===== src/rtl/core/tts_pkg.sv =====
// shared constants for the tiled texture address generator
`default_nettype none

package tts_pkg;

	// configuration register layout
	localparam int unsigned CFG_IDX_W  = 2;
	localparam int unsigned CFG_DATA_W = 11;

	localparam logic [CFG_IDX_W-1:0] REG_TEX_FORMAT    = 2'd0;
	localparam logic [CFG_IDX_W-1:0] REG_TEX_WIDTH     = 2'd1;
	localparam logic [CFG_IDX_W-1:0] REG_TEX_HEIGHT    = 2'd2;
	localparam logic [CFG_IDX_W-1:0] REG_CHANNEL_ORDER = 2'd3;

	// texture formats
	localparam int unsigned FMT_W = 2;
	localparam logic [FMT_W-1:0] FMT_RGBA8 = 2'd0;
	localparam logic [FMT_W-1:0] FMT_C8    = 2'd1;
	localparam logic [FMT_W-1:0] FMT_C4    = 2'd2;

	// field widths
	localparam int unsigned COORD_W  = 10;
	localparam int unsigned VALUE_W  = 32;
	localparam int unsigned OFFSET_W = 22;
	localparam int unsigned PAIR_W   = 16;
	localparam int unsigned DIM_W    = 11;

	localparam int unsigned MAX_DIM_DEF = 1024;
	localparam logic [DIM_W-1:0] DIM_RESET = 11'd1024;

	// stream word widths: payload padded to whole bytes
	localparam int unsigned S_PAYLOAD_W = 2 * COORD_W + VALUE_W;
	localparam int unsigned S_TDATA_W   = ((S_PAYLOAD_W + 7) / 8) * 8;
	localparam int unsigned M_PAYLOAD_W = OFFSET_W + 2 * PAIR_W;
	localparam int unsigned M_TDATA_W   = ((M_PAYLOAD_W + 7) / 8) * 8;

	// tile grid and in-tile offset widths
	localparam int unsigned TILE_POS_W = 8;
	localparam int unsigned TILE_CNT_W = 9;
	localparam int unsigned INNER_W    = 5;
	localparam int unsigned TILE_IDX_W = 17;

endpackage : tts_pkg

`default_nettype wire


===== src/rtl/core/texture_tile_swizzle_address.sv =====
// tiled texture address generator: texel coordinates to swizzled byte offset
// throughput: one word per cycle while the output is not stalled;
// three registered stages (tile grid and drop check, tile index
// multiply-add, final offset and byte pairs)
// a stall at the output backs up through the stages; empty stages still fill
// reset empties the stages and returns the configuration registers to defaults
`default_nettype none

module texture_tile_swizzle_address #(
	parameter int unsigned MAX_DIM = tts_pkg::MAX_DIM_DEF
) (
	input  wire logic                          clk,
	input  wire logic                          arst_n,
	// configuration write port
	input  wire logic                          cfg_we,
	input  wire logic [tts_pkg::CFG_IDX_W-1:0] cfg_index,
	input  wire logic [tts_pkg::CFG_DATA_W-1:0] cfg_wdata,
	// input stream
	input  wire logic                          s_tvalid,
	output logic                               s_tready,
	// texel_x[9:0], texel_y[19:10], texel_value[51:20], zero pad[55:52]
	input  wire logic [tts_pkg::S_TDATA_W-1:0] s_tdata,
	// output stream
	output logic                               m_tvalid,
	input  wire logic                          m_tready,
	// dest_offset[21:0], first_pair[37:22], second_pair[53:38], zero pad[55:54]
	output logic [tts_pkg::M_TDATA_W-1:0]      m_tdata,
	// dropped[0]
	output logic                               m_tuser
);

	import tts_pkg::*;

	localparam logic [DIM_W-1:0] MaxDim = DIM_W'(MAX_DIM);

	// configuration registers
	logic [FMT_W-1:0] fmt_q;
	logic [DIM_W-1:0] width_q;
	logic [DIM_W-1:0] height_q;
	logic             order_q;

	always_ff @(posedge clk or negedge arst_n) begin
		if (!arst_n) begin
			fmt_q    <= FMT_RGBA8;
			width_q  <= DIM_RESET;
			height_q <= DIM_RESET;
			order_q  <= 1'b0;
		end else if (cfg_we) begin
			unique case (cfg_index)
				REG_TEX_FORMAT:    fmt_q    <= cfg_wdata[FMT_W-1:0];
				REG_TEX_WIDTH:     width_q  <= cfg_wdata;
				REG_TEX_HEIGHT:    height_q <= cfg_wdata;
				REG_CHANNEL_ORDER: order_q  <= cfg_wdata[0];
				default: ;
			endcase
		end
	end

	// stage enables
	logic valid_s1, valid_s2, valid_s3;
	logic en1, en2, en3;

	assign en3      = !valid_s3 || m_tready;
	assign en2      = !valid_s2 || en3;
	assign en1      = !valid_s1 || en2;
	assign s_tready = en1;

	// input unpack
	logic [COORD_W-1:0] in_x, in_y;
	logic [VALUE_W-1:0] in_v;

	assign in_x = s_tdata[COORD_W-1:0];
	assign in_y = s_tdata[2*COORD_W-1:COORD_W];
	assign in_v = s_tdata[S_PAYLOAD_W-1:2*COORD_W];

	// stage 1 logic: tile position, tile counts, drop decision
	logic [DIM_W-1:0]      w_clamp, h_clamp;
	logic [TILE_POS_W-1:0] tcol, trow;
	logic [TILE_CNT_W-1:0] ntx, nty;
	logic [INNER_W-1:0]    inner;
	logic                  bad_fmt, odd_col, drop;

	assign w_clamp = (width_q > MaxDim) ? MaxDim : width_q;
	assign h_clamp = (height_q > MaxDim) ? MaxDim : height_q;

	always_comb begin
		tcol    = '0;
		trow    = '0;
		ntx     = '0;
		nty     = '0;
		inner   = '0;
		bad_fmt = 1'b0;
		odd_col = 1'b0;
		unique case (fmt_q)
			FMT_RGBA8: begin
				tcol  = in_x[COORD_W-1:2];
				trow  = in_y[COORD_W-1:2];
				ntx   = w_clamp[DIM_W-1:2];
				nty   = h_clamp[DIM_W-1:2];
				inner = {in_y[1:0], in_x[1:0], 1'b0};
			end
			FMT_C8: begin
				tcol  = {1'b0, in_x[COORD_W-1:3]};
				trow  = in_y[COORD_W-1:2];
				ntx   = {1'b0, w_clamp[DIM_W-1:3]};
				nty   = h_clamp[DIM_W-1:2];
				inner = {in_y[1:0], in_x[2:0]};
			end
			FMT_C4: begin
				tcol    = {1'b0, in_x[COORD_W-1:3]};
				trow    = {1'b0, in_y[COORD_W-1:3]};
				ntx     = {1'b0, w_clamp[DIM_W-1:3]};
				nty     = {1'b0, h_clamp[DIM_W-1:3]};
				inner   = {in_y[2:0], in_x[2:1]};
				odd_col = in_x[0];
			end
			default: bad_fmt = 1'b1;
		endcase
	end

	// unknown formats, partial edge tiles and the odd c4 column carry nothing
	assign drop = bad_fmt || odd_col
		|| ({1'b0, tcol} >= ntx) || ({1'b0, trow} >= nty);

	logic [TILE_POS_W-1:0] tcol_s1, trow_s1;
	logic [TILE_CNT_W-1:0] ntx_s1;
	logic [INNER_W-1:0]    inner_s1;
	logic [VALUE_W-1:0]    value_s1;
	logic                  drop_s1, rgba_s1, order_s1;

	always_ff @(posedge clk or negedge arst_n) begin
		if (!arst_n) begin
			valid_s1 <= 1'b0;
		end else if (en1) begin
			valid_s1 <= s_tvalid;
		end
	end

	always_ff @(posedge clk) begin
		if (en1 && s_tvalid) begin
			tcol_s1  <= tcol;
			trow_s1  <= trow;
			ntx_s1   <= ntx;
			inner_s1 <= inner;
			value_s1 <= in_v;
			drop_s1  <= drop;
			rgba_s1  <= (fmt_q == FMT_RGBA8);
			order_s1 <= order_q;
		end
	end

	// stage 2: tile index = row * tiles_per_row + column, byte pairs
	logic [TILE_IDX_W-1:0] tile_idx;
	logic [PAIR_W-1:0]     p1, p2;
	logic [7:0]            ch_r, ch_g, ch_b, ch_a;

	assign tile_idx = TILE_IDX_W'(trow_s1) * TILE_IDX_W'(ntx_s1) + TILE_IDX_W'(tcol_s1);

	assign ch_r = value_s1[7:0];
	assign ch_g = value_s1[15:8];
	assign ch_b = value_s1[23:16];
	assign ch_a = value_s1[31:24];

	always_comb begin
		if (!rgba_s1) begin
			p1 = {8'd0, ch_r};
			p2 = '0;
		end else if (order_s1) begin
			p1 = {ch_r, ch_g};
			p2 = {ch_b, ch_a};
		end else begin
			p1 = {ch_a, ch_r};
			p2 = {ch_g, ch_b};
		end
	end

	logic [TILE_IDX_W-1:0] tile_idx_s2;
	logic [INNER_W-1:0]    inner_s2;
	logic [PAIR_W-1:0]     p1_s2, p2_s2;
	logic                  drop_s2, rgba_s2;

	always_ff @(posedge clk or negedge arst_n) begin
		if (!arst_n) begin
			valid_s2 <= 1'b0;
		end else if (en2) begin
			valid_s2 <= valid_s1;
		end
	end

	always_ff @(posedge clk) begin
		if (en2 && valid_s1) begin
			tile_idx_s2 <= tile_idx;
			inner_s2    <= inner_s1;
			p1_s2       <= p1;
			p2_s2       <= p2;
			drop_s2     <= drop_s1;
			rgba_s2     <= rgba_s1;
		end
	end

	// stage 3: tile base (64 or 32 bytes per tile) plus in-tile offset
	logic [OFFSET_W-1:0] base, offset;

	assign base   = rgba_s2 ? OFFSET_W'({tile_idx_s2, 6'd0}) : OFFSET_W'({tile_idx_s2, 5'd0});
	assign offset = base + OFFSET_W'(inner_s2);

	logic [OFFSET_W-1:0] offset_s3;
	logic [PAIR_W-1:0]   p1_s3, p2_s3;
	logic                drop_s3;

	always_ff @(posedge clk or negedge arst_n) begin
		if (!arst_n) begin
			valid_s3 <= 1'b0;
		end else if (en3) begin
			valid_s3 <= valid_s2;
		end
	end

	// dropped texels report zero offset and zero bytes
	always_ff @(posedge clk) begin
		if (en3 && valid_s2) begin
			offset_s3 <= drop_s2 ? '0 : offset;
			p1_s3     <= drop_s2 ? '0 : p1_s2;
			p2_s3     <= drop_s2 ? '0 : p2_s2;
			drop_s3   <= drop_s2;
		end
	end

	assign m_tvalid = valid_s3;
	assign m_tdata  = M_TDATA_W'({p2_s3, p1_s3, offset_s3});
	assign m_tuser  = drop_s3;

endmodule : texture_tile_swizzle_address

`default_nettype wire


===== config.mk =====
export PLATFORM = sky130hd
export DESIGN_NAME = texture_tile_swizzle_address
export DESIGN_NICKNAME = d
export VERILOG_FILES = /design/src/rtl/core/tts_pkg.sv /design/src/rtl/core/texture_tile_swizzle_address.sv
export SDC_FILE = /design/constraint.sdc
export NUM_CORES = 1
export LEC_CHECK = 0
export BUFFER_PORTS_ARGS = -buffer_cell sky130_fd_sc_hd__buf_2
export CAP_MARGIN = 20
export CORE_UTILIZATION = 60
export CTS_BUF_LIST = sky130_fd_sc_hd__clkbuf_8
export DETAILED_ROUTE_END_ITERATION = 7
export GPL_TIMING_DRIVEN = 0
export PLACE_DENSITY = 0.82
export SKIP_LAST_GASP = 1
export SLEW_MARGIN = 20
export SYNTH_ARGS = -nofsm -noshare
export SYNTH_HDL_FRONTEND = slang
export SYNTH_SLANG_ARGS = --single-unit

===== constraint.sdc =====
create_clock -name clk -period 12.95 [get_ports clk]
set_clock_uncertainty 0.05 [all_clocks]
set_input_delay 2.59 -clock clk [delete_from_list [all_inputs] [get_ports clk]]
set_output_delay 2.59 -clock clk [all_outputs]
set_load 0.005 [all_outputs]

==> results of run 1 <==
==> how the worst max path moves through the flow <==
stage / start / to / slack, ns
after floorplan: m_tready / s_tready / 7.48
after global placement: m_tready / s_tready / 7.22
after detailed placement: m_tready / s_tready / 7.20
after CTS: m_tready / s_tready / 7.20
after global routing: m_tready / s_tready / 7.16
final: m_tready / s_tready / 7.21
==> registers in the layout, summed over array words and instances (netlist names), 2 cells and up <==
register and flops:
fmt_q 2, offset_s3 22, p2_s3 16, p2_s2 16, tile_idx_s2 17, tcol_s1 8, inner_s1 5, ntx_s1 9
height_q 11, width_q 11, value_s1 32, inner_s2 5, p1_s2 16, trow_s1 8, p1_s3 16
==> report_power, final <==
| group | switching [uW] | internal [uW] | leakage (uW) |
|---|---|---|---|
| Combinational | 531 | 394 | 0.00304 |
| Sequential | 59.6 | 890 | 0.00206 |
| Clock | 250 | 286 | 0.000376 |
| Total | 840 | 1570 | 0.00548 |
==> worst max-delay path: stages <==
cell and delay [ns]:
buf_2 0.10, nor2b_1 0.14, nand3_1 0.13, buf_2 0.15
==> cells by family (layout without fill, tap and decap cells) <==
group / after synthesis / count (layout) / synth area share
other: 1 / 5 / 0.000346
multiplexers: 71 / 71 / 0.0691
XOR/XNOR: 12 / 12 / 0.00969
AO/OA/AOI/OAI: 83 / 83 / 0.0529
AND/OR/NAND/NOR: 225 / 225 / 0.115
flip-flops: 204 / 204 / 0.552
buffers and inverters: 113 / 302 / 0.0407
adder cells (fa/ha/maj): 109 / 109 / 0.160
==> layout by cell type, fill, tap and decap left out, types with 7 or more instances in the layout <==
cell / n
clkbuf_1: 16
and2_1: 51
xnor2_1: 7
o21ai_0: 14
mux2i_1: 40
a21oi_1: 16
fa_1: 50
dfrtp_1: 26
a22o_1: 9
clkbuf_8: 37
ha_1: 59
clkinv_1: 7
buf_2: 134
edfxtp_1: 176
a22oi_1: 21
nor2b_1: 63
nand2_1: 38
mux2_2: 31
nor2_1: 34
inv_1: 98
==> final cells by class <==
| cell class | instances | area (um2) |
|---|---|---|
| Antenna cell | 3 | 7.51 |
| Buffer | 27 | 119 |
| Clock buffer | 37 | 509 |
| Clock inverter | 25 | 138 |
| Fill cell | 1173 | 5030 |
| Inverter | 86 | 323 |
| Multi-Input combinational cell | 502 | 4420 |
| Sequential cell | 204 | 5990 |
| Tap cell | 225 | 282 |
| Timing Repair Buffer | 127 | 658 |
==> stage by stage <==
step,setup WS (ns),instances
floorplan,7.48,819
global placement,7.22,1170
detailed placement,7.20,1171
CTS,7.20,1233
global route,7.16,1236
finish,7.21,1236
==> routing by layer <==
layer,up-vias,global-route usage
li1,3178,-
met2,213,0.378
met3,35,0.0350
met5,-,0
met1,3208,0.301
met4,0,0.0926
==> results.txt, run 1 <==
# hold bufs at CTS: 0
gr ovfl total: 0
max_cap viols: 0
initial antenna violation count: 3
Routed Antenna Nets: 0
Die ar.: 0.0186 mm2
Least-Margin Pin Slew: 0.766 ns
status: complete, no violations
worst reg2reg path endpoint: tile_idx_s2[15]
critical path arrival: 3.10 ns
TritonRoute pass-1 iters: 5
RSZ-0062 raised after global routing: false
period utilization: 0.444
Critical Path RT: 10.31 ns
maximum VDD drop: 0.126 mV
reg2reg setup slack: 8.26 ns
first-pass GRT wire length: 32500 um
area fraction of the dominant cell type after synthesis: 0.487
static leakage: 0.00548 uW
met2 WL: 9930 um
FF-to-FF path depth: 16
count of final max-slew check failures: 0
M1 WL: 8760 um
clock buffer depth: 3
Synth cell types: 48
Hold Path Depth: 0
maximum level of the CTS H-tree: 2
final RePlAce weighted congestion: 0.862
share of cells above drive strength 1: 0.226
slew margin rel.: 0.490
WL/cell: 16.2 um
CTS resizes: 0
register area share after synthesis: 0.552
top post-synthesis cells by count: edfxtp_1, inv_1, nor2b_1
min Tclk post-route: 5.74 ns
I/O pins: 133
Vias/cell: 5.37
initial DRC count: 430
CTS tree: built
Initial Util: 0.620
hold slack: 0.371 ns
final setup vio count: 0
ys flop type: edfxtp_1
Top Layer Used: met4
Area Overhead vs Synth: 14.8%
number of port buffers: 126
fmax: 174 MHz
met3 wire len: 926 um
vias in the first global route: 6729
most area-consuming cells after synthesis: edfxtp_1, fa_1, ha_1, dfrtp_1, mux2i_1
WL final: 20100 um
Die W: 136 um
via count: 6634
Final Hold Vio Count: 0
Synth Cell Area: 0.0108 mm2
CP Max Fanout: 3
Setup Crit Path Kind: in2out
most frequent cell after synthesis: edfxtp_1
Power, Total: 2410 uW
Gate Count Post-Synth: 818
critical path capture point type: output port
Hold Path Class: reg2reg
Synth Area per Inst: 13.3 um2
Worst-Skew Late Latency: 0.52 ns
EDFF count, synth: 176
global-route usage over all layers: 0.228
Post-CTS Setup Inserts: 0
nature of the critical path startpoint: input port
leading area contributor after synthesis: edfxtp_1
fin util: 0.712
Reg clk slew, reported paths: 0.05 ns
Reg2Reg Launch Point: trow_s1[1]
die height: 136 um
post-DP HPWL: 14800 um
nets: 1165
Setup Total Neg Slack: 0 ns
fin area: 0.0124 mm2
core area: 0.0175 mm2
flops & latches, synth: 204
placed cell areas: 0.0118 mm2
Power Density: 194 mW/mm2
Hold Crit Endpoint: inner_s2[3]
Hold Path Origin: inner_s1[3]
CTS buffer count: 34
DRC: 0
TritonCTS sink count: 204
synth warn: 0
Rows: 48
ys async rst share: 0.137
pin count of the biggest net entering global routing: 57
Root Driver: clkbuf_8
Power figures use the tool's default switching activity.
==> inputs of run 2 (changes only) <==
ABC_AREA = 1   (was default)
clock period = 5.51 ns   (was 12.95 ns; I/O delays follow)
==> results.txt, run 2 <==
Rows: 50 (was 48)
Synth Cell Area: 0.0114 mm2 (was 0.0108 mm2)
nets: 1509 (was 1165)
commonest cells after routing, fill and taps aside: inv_1, nand2_1, edfxtp_1, buf_2, nor2_1 (was edfxtp_1, buf_2, inv_1, nor2b_1, ha_1)
RSZ-0062 raised after global routing: false (unchanged)
filler cell count: 1339 (was 1173)
number of port buffers: 126 (unchanged)
Power Density: 488 mW/mm2 (was 194 mW/mm2)
most area-consuming cells after synthesis: edfxtp_1, fa_1, inv_1, nand2_1, ha_1 (was edfxtp_1, fa_1, ha_1, dfrtp_1, mux2i_1)
maximum VDD drop: 0.248 mV (was 0.126 mV)
slew margin rel.: 0.568 (was 0.490)
nature of the critical path startpoint: flop (was input port)
Regs by FF count: value_s1 (32), offset_s3 (22), tile_idx_s2 (17) (unchanged)
vias in the first global route: 7722 (was 6729)
critical path arrival: 4.64 ns (was 3.10 ns)
Synth Area in XOR/XNOR: 0.00614 (was 0.00969)
post-synthesis compound-gate area fraction: 0.0509 (was 0.0529)
CP Max Fanout: 9 (was 3)
Synth cell types: 41 (was 48)
Post-CTS Setup Inserts: 0 (unchanged)
gr ovfl total: 0 (unchanged)
Reg clk slew, reported paths: 0.06 ns (was 0.05 ns)
min Tclk post-route: 4.38 ns
register area: 0.00599 mm2 (unchanged)
synth warn: 0 (unchanged)
Top reg by flops: value_s1 (unchanged)
share of cells above drive strength 1: 0.167 (was 0.226)
Gate Count Post-Synth: 1163 (was 818)
register area share after synthesis: 0.525 (was 0.552)
initial antenna violation count: 1 (was 3)
I/O pins: 133 (unchanged)
DRC: 0 (unchanged)
count of final max-slew check failures: 0 (unchanged)
period utilization: 0.796
global-route usage over all layers: 0.231 (was 0.228)
commonest non-fill, non-tap cell in the layout: inv_1 (was edfxtp_1)
ys async rst share: 0.137 (unchanged)
initial DRC count: 519 (was 430)
Routed Antenna Nets: 0 (unchanged)
Area Overhead vs Synth: 14.3% (was 14.8%)
final RePlAce weighted congestion: 0.929 (was 0.862)
CTS buffer count: 30 (was 34)
WL final: 21700 um (was 20100 um)
Critical Path RT: 5.76 ns (was 10.31 ns)
core area: 0.0186 mm2 (was 0.0175 mm2)
Die ar.: 0.0196 mm2 (was 0.0186 mm2)
die height: 140 um (was 136 um)
flops & latches, synth: 204 (unchanged)
# hold bufs at CTS: 0 (unchanged)
CTS resizes: 0 (unchanged)
Die W: 140 um (was 136 um)
Vias/cell: 5.07 (was 5.37)
status: complete, no violations (unchanged)
Root Driver: clkbuf_8 (unchanged)
most frequent cell after synthesis: inv_1 (was edfxtp_1)
maximum level of the CTS H-tree: 1 (was 2)
static leakage: 0.00656 uW (was 0.00548 uW)
met2 WL: 10700 um (was 9930 um)
hold slack: 0.367 ns (was 0.371 ns)
TritonCTS sink count: 204 (unchanged)
Largest register FFs: 32 (unchanged)
clock buffer depth: 3 (unchanged)
M1 WL: 9360 um (was 8760 um)
Setup Crit Path Kind: reg2reg (was in2out)
fmax: 228 MHz
Hold Path Class: reg2reg (unchanged)
Least-Margin Pin Slew: 0.647 ns (was 0.766 ns)
Simple-Gate Fraction of Synth Area: 0.155 (was 0.115)
via count: 8023 (was 6634)
combinational family with the most area after synthesis: simple AND/OR/NAND/NOR gates (was adder cells)
Synth Area per Inst: 9.81 um2 (was 13.3 um2)
Setup Total Neg Slack: 0 ns (unchanged)
TritonRoute pass-1 iters: 7 (was 5)
post-DP HPWL: 16900 um (was 14800 um)
leading area contributor after synthesis: edfxtp_1 (unchanged)
Initial Util: 0.612 (was 0.620)
critical path capture point type: flop (was output port)
Multi-input gate area: 0.00427 mm2 (was 0.00442 mm2)
Worst-Skew Late Latency: 0.55 ns (was 0.52 ns)
adder-cell area share of the yosys netlist: 0.152 (was 0.160)
WL/cell: 13.7 um (was 16.2 um)
pin count of the biggest net entering global routing: 59 (was 57)
Top Layer Used: met4 (unchanged)
final setup vio count: 0 (unchanged)
CTS tree: built (unchanged)
mux share of post-synthesis cell area: 0.00789 (was 0.0691)
top post-synthesis cells by count: inv_1, nand2_1, edfxtp_1 (was edfxtp_1, inv_1, nor2b_1)
first-pass GRT wire length: 36000 um (was 32500 um)
Final Hold Vio Count: 0 (unchanged)
met3 wire len: 1090 um (was 926 um)
area fraction of the dominant cell type after synthesis: 0.463 (was 0.487)
EDFF count, synth: 176 (unchanged)
ys flop type: edfxtp_1 (unchanged)
max_cap viols: 0 (unchanged)
[run 2: cell types whose count changed in the layout (fill, tap and decap cells not counted), sizes merged, moves of 23 or more]
cell   delta
nand2   +209
inv     +167
nor2     +91
nor2b    -63
and2     -54
nand3    +47
mux2i    -40
o21ai    +37
mux2     -23
[run 2: area by class of cell]
type                       count  share of cell area
inverter                     256              0.0742
tap                          234              0.0224
timing repair buffer         130              0.0562
sequential                   204               0.459
buffer                        42              0.0152
multi-input combinational    662               0.328
clock buffer                  30              0.0316
clock inverter                22              0.0135
antenna                        1            0.000192
[run 2: critical path, stage by stage (launching register included)]
cell      delay, ns
edfxtp_1       0.32
clkbuf_1       0.38
nand2_1        0.16
fa_1           0.53
fa_1           0.54
inv_1          0.05
fa_1           0.52
inv_1          0.05
fa_1           0.52
inv_1          0.04
ha_1           0.34
nand2_1        0.13
inv_1          0.05
nand2_1        0.08
nand3_2        0.11
nand2_1        0.10
nand2_1        0.05
nand2_1        0.06
nand2_1        0.05
[run 2: report_power, final]
group          leakage (uW)  switching [uW]  internal (uW)
clock network      0.000339             535            647
logic               0.00414            1770           1070
registers           0.00207             133           2210
[run 2: logic make-up after synthesis]
family	Yosys count
DFF	204
other	1
and+or+nand+nor	433
muxes	8
adders and majority gates	109
AOI/OAI and AO/OA	102
buffers and inverters	298
xor gates and xnor gates	8
[run 2: worst paths after layout]
kind	startpoint	endpoint	slack (ns)	depth (start not counted)
max	trow_s1[7]	tile_idx_s2[16]	1.13	18
min	inner_s1[1]	inner_s2[1]	0.37	0
max reg2reg	trow_s1[7]	tile_idx_s2[16]	1.13	18
min reg2reg	inner_s1[1]	inner_s2[1]	0.37	0
max in group asynchronous	arst_n	width_q[8]	4.47	1
min in group asynchronous	arst_n	valid_s1	0.53	1
[run 2: stage by stage]
step	setup WS (ns)	total power (uW)	instance area, um2	cells	utilization
2_1_floorplan	1.17	4470	11400	1164	-
3_5_place_dp	1.11	5210	12500	1528	0.668
4_1_cts	1.12	6410	13000	1580	0.700
6_report	1.13	6370	13000	1581	0.700
3_3_place_gp	0.234	5080	12300	1524	0.662
5_1_grt	0.794	6930	13000	1581	0.700
[run 2: per-layer routing]
| layer | track usage | up-vias |
|---|---|---|
| met1 | 0.301 | 3747 |
| met4 | 0.0775 | 0 |
| met5 | 0 | - |
| met3 | 0.0321 | 44 |
| met2 | 0.399 | 248 |
| li1 | - | 3984 |
==> inputs of run 3 (changes only) <==
ABC_AREA = 0   (was 1)
clock period = 4.4 ns   (was 5.51 ns; I/O delays follow)
==> results.txt, run 3 (synthesis gave the netlist of run 1 again) <==
status: complete, but fails checks (was complete, no violations)
failing checks: setup timing
CTS buffer count: 34 (was 30)
count of final max-slew check failures: 0 (unchanged)
Die W: 136 um (was 140 um)
final worst slack: -0.0479 ns (was 1.13 ns)
Worst-Skew Late Latency: 0.52 ns (was 0.55 ns)
# hold bufs at CTS: 0 (unchanged)
final setup vio count: 3 (was 0)
fin area: 0.0129 mm2 (was 0.0130 mm2)
I/O pins: 133 (unchanged)
CTS tree: built (unchanged)
vias in the first global route: 6835 (was 7722)
maximum level of the CTS H-tree: 2 (was 1)
Setup Total Neg Slack: -0.0896 ns (was 0 ns)
maximum VDD drop: 0.512 mV (was 0.248 mV)
reg2reg setup slack: -0.05 ns (was 1.13 ns)
placed cell areas: 0.0118 mm2 (was 0.0125 mm2)
Die ar.: 0.0186 mm2 (was 0.0196 mm2)
Reg2Reg Launch Point: trow_s1[4] (was trow_s1[7])
Top Family by Delay on Critical Path: adder cells (unchanged)
slew margin rel.: 0.485 (was 0.568)
DRC: 0 (unchanged)
Reg clk slew, reported paths: 0.06 ns (about the same)
static leakage: 0.00566 uW (was 0.00656 uW)
crit-path cells: buf_6 > buf_4 > nand2_1 > fa_1 > inv_1 > fa_1 > ha_1 > inv_1 > fa_1 > inv_1 > ha_4 > a211oi_4 > nor2_2 > or3_4 > a21oi_4 > o21ai_2 > xor2_1 (was clkbuf_1 > nand2_1 > fa_1 > fa_1 > inv_1 > fa_1 > inv_1 > fa_1 > inv_1 > ha_1 > nand2_1 > inv_1 > nand2_1 > nand3_2 > nand2_1 > nand2_1 > nand2_1 > nand2_1)
WL/cell: 17.8 um (was 13.7 um)
gr ovfl total: 0 (unchanged)
clock buffer depth: 3 (unchanged)
pin count of the biggest net entering global routing: 57 (was 59)
Power, Total: 8180 uW (was 6370 uW)
FF-to-FF path depth: 17 (was 18)
first-pass GRT wire length: 33000 um (was 36000 um)
number of port buffers: 126 (unchanged)
die height: 136 um (was 140 um)
Initial Util: 0.620 (was 0.612)
Rows: 48 (was 50)
commonest cells after routing, fill and taps aside: edfxtp_1, buf_2, inv_1, nor2b_1, ha_1 (was inv_1, nand2_1, edfxtp_1, buf_2, nor2_1)
initial DRC count: 387 (was 519)
worst reg2reg path endpoint: tile_idx_s2[15] (was tile_idx_s2[16])
Setup Crit Path Kind: reg2reg (unchanged)
max_cap viols: 0 (unchanged)
Area Overhead vs Synth: 19.4% (was 14.3%)
Routed Antenna Nets: 0 (unchanged)
commonest non-fill, non-tap cell in the layout: edfxtp_1 (was inv_1)
Top reg by flops: value_s1 (unchanged)
critical path arrival: 4.65 ns (was 4.64 ns)
period utilization: 1.01 (was 0.796)
Largest register FFs: 32 (unchanged)
fmax: 225 MHz (was 228 MHz)
global-route usage over all layers: 0.231 (about the same)
crit path max-delay cell type: fa_1 (unchanged)
Root Driver: clkbuf_8 (unchanged)
TritonRoute pass-1 iters: 4 (was 7)
CP Max Fanout: 5 (was 9)
Buf/Inv on CP: 5 (unchanged)
final RePlAce weighted congestion: 0.862 (was 0.929)
Critical Path RT: 4.60 ns (was 5.76 ns)
nature of the critical path startpoint: flop (unchanged)
Power Density: 632 mW/mm2 (was 488 mW/mm2)
Least-Margin Pin Slew: 0.772 ns (was 0.647 ns)
Hold Path Class: in2async (was reg2reg)
Crit path largest cell delay: 0.60 ns (was 0.54 ns)
nets: 1199 (was 1509)
critical path capture point type: flop (unchanged)
initial antenna violation count: 3 (was 1)
via count: 6963 (was 8023)
RSZ-0062 raised after global routing: true (was false)
TritonCTS sink count: 204 (unchanged)
WL final: 22600 um (was 21700 um)
min Tclk post-route: 4.45 ns (was 4.38 ns)
core area: 0.0175 mm2 (was 0.0186 mm2)
post-DP HPWL: 14800 um (was 16900 um)
Final Hold Vio Count: 0 (unchanged)
share of cells above drive strength 1: 0.287 (was 0.167)
Regs by FF count: value_s1 (32), offset_s3 (22), tile_idx_s2 (17) (unchanged)
Vias/cell: 5.48 (was 5.07)
==> run 3: through the flow <==
| step | hold WS [ns] | std cells | worst slack, ns | utilization |
|---|---|---|---|---|
| 2_1_floorplan | 0.350 | 819 | 0.0735 | - |
| 3_3_place_gp | 0.352 | 1170 | -0.197 | 0.673 |
| 3_5_place_dp | 0.355 | 1171 | -0.264 | 0.675 |
| 4_1_cts | 0.325 | 1246 | -0.0120 | 0.722 |
| 5_1_grt | 0.360 | 1270 | -0.193 | 0.740 |
| 6_report | 0.336 | 1270 | -0.0479 | 0.740 |
==> run 3: repair_timing <==
| action | CTS | global route |
|---|---|---|
| pin swaps | 6 | 45 |
| setup buffers | 15 | 21 |
| endpoints found under the setup margin | 6 | 6 |
| gates resized for setup | 15 | 35 |
==> run 3: how the worst max path moves through the flow <==
stage	start	to	slack, ns	cells after the start
5_1_grt	trow_s1[3]	tile_idx_s2[14]	-0.19	15
3_3_place_gp	trow_s1[1]	tile_idx_s2[15]	-0.20	16
4_1_cts	ntx_s1[2]	tile_idx_s2[15]	-0.01	16
6_report	trow_s1[4]	tile_idx_s2[15]	-0.05	17
2_1_floorplan	trow_s1[1]	tile_idx_s2[15]	0.07	16
3_5_place_dp	trow_s1[1]	tile_idx_s2[15]	-0.26	16
==> run 3: area by class of cell <==
cell class / instances / area [um2]
clock inverter: 25 / 138
multi-input combinational: 502 / 4630
tap: 225 / 282
fill: 1084 / 4540
antenna: 3 / 7.51
timing repair buffer: 163 / 955
sequential: 204 / 5990
inverter: 86 / 323
clock buffer: 37 / 509
buffer: 25 / 111
==> run 3: worst register-to-register path, cell delays in order, from the launching register on <==
cell	delay, ns
edfxtp_1	0.47
buf_6	0.14
buf_4	0.10
nand2_1	0.07
fa_1	0.42
inv_1	0.08
fa_1	0.39
ha_1	0.29
inv_1	0.07
fa_1	0.61
inv_1	0.10
ha_4	0.28
a211oi_4	0.28
nor2_2	0.07
or3_4	0.39
a21oi_4	0.18
o21ai_2	0.07
xor2_1	0.14
==> run 3: per-layer routing <==
| layer | vias up | track usage | share of wire |
|---|---|---|---|
| li1 | 3244 | - | - |
| met1 | 3391 | 0.302 | 0.41 |
| met2 | 276 | 0.387 | 0.51 |
| met3 | 52 | 0.0354 | 0.050 |
| met4 | 0 | 0.0926 | 0.029 |
| met5 | - | 0 | 0 |
==> run 3: power breakdown <==
part           switching [uW]  internal (uW)
logic                    2060           1720
clock network             756            842
registers                 174           2620
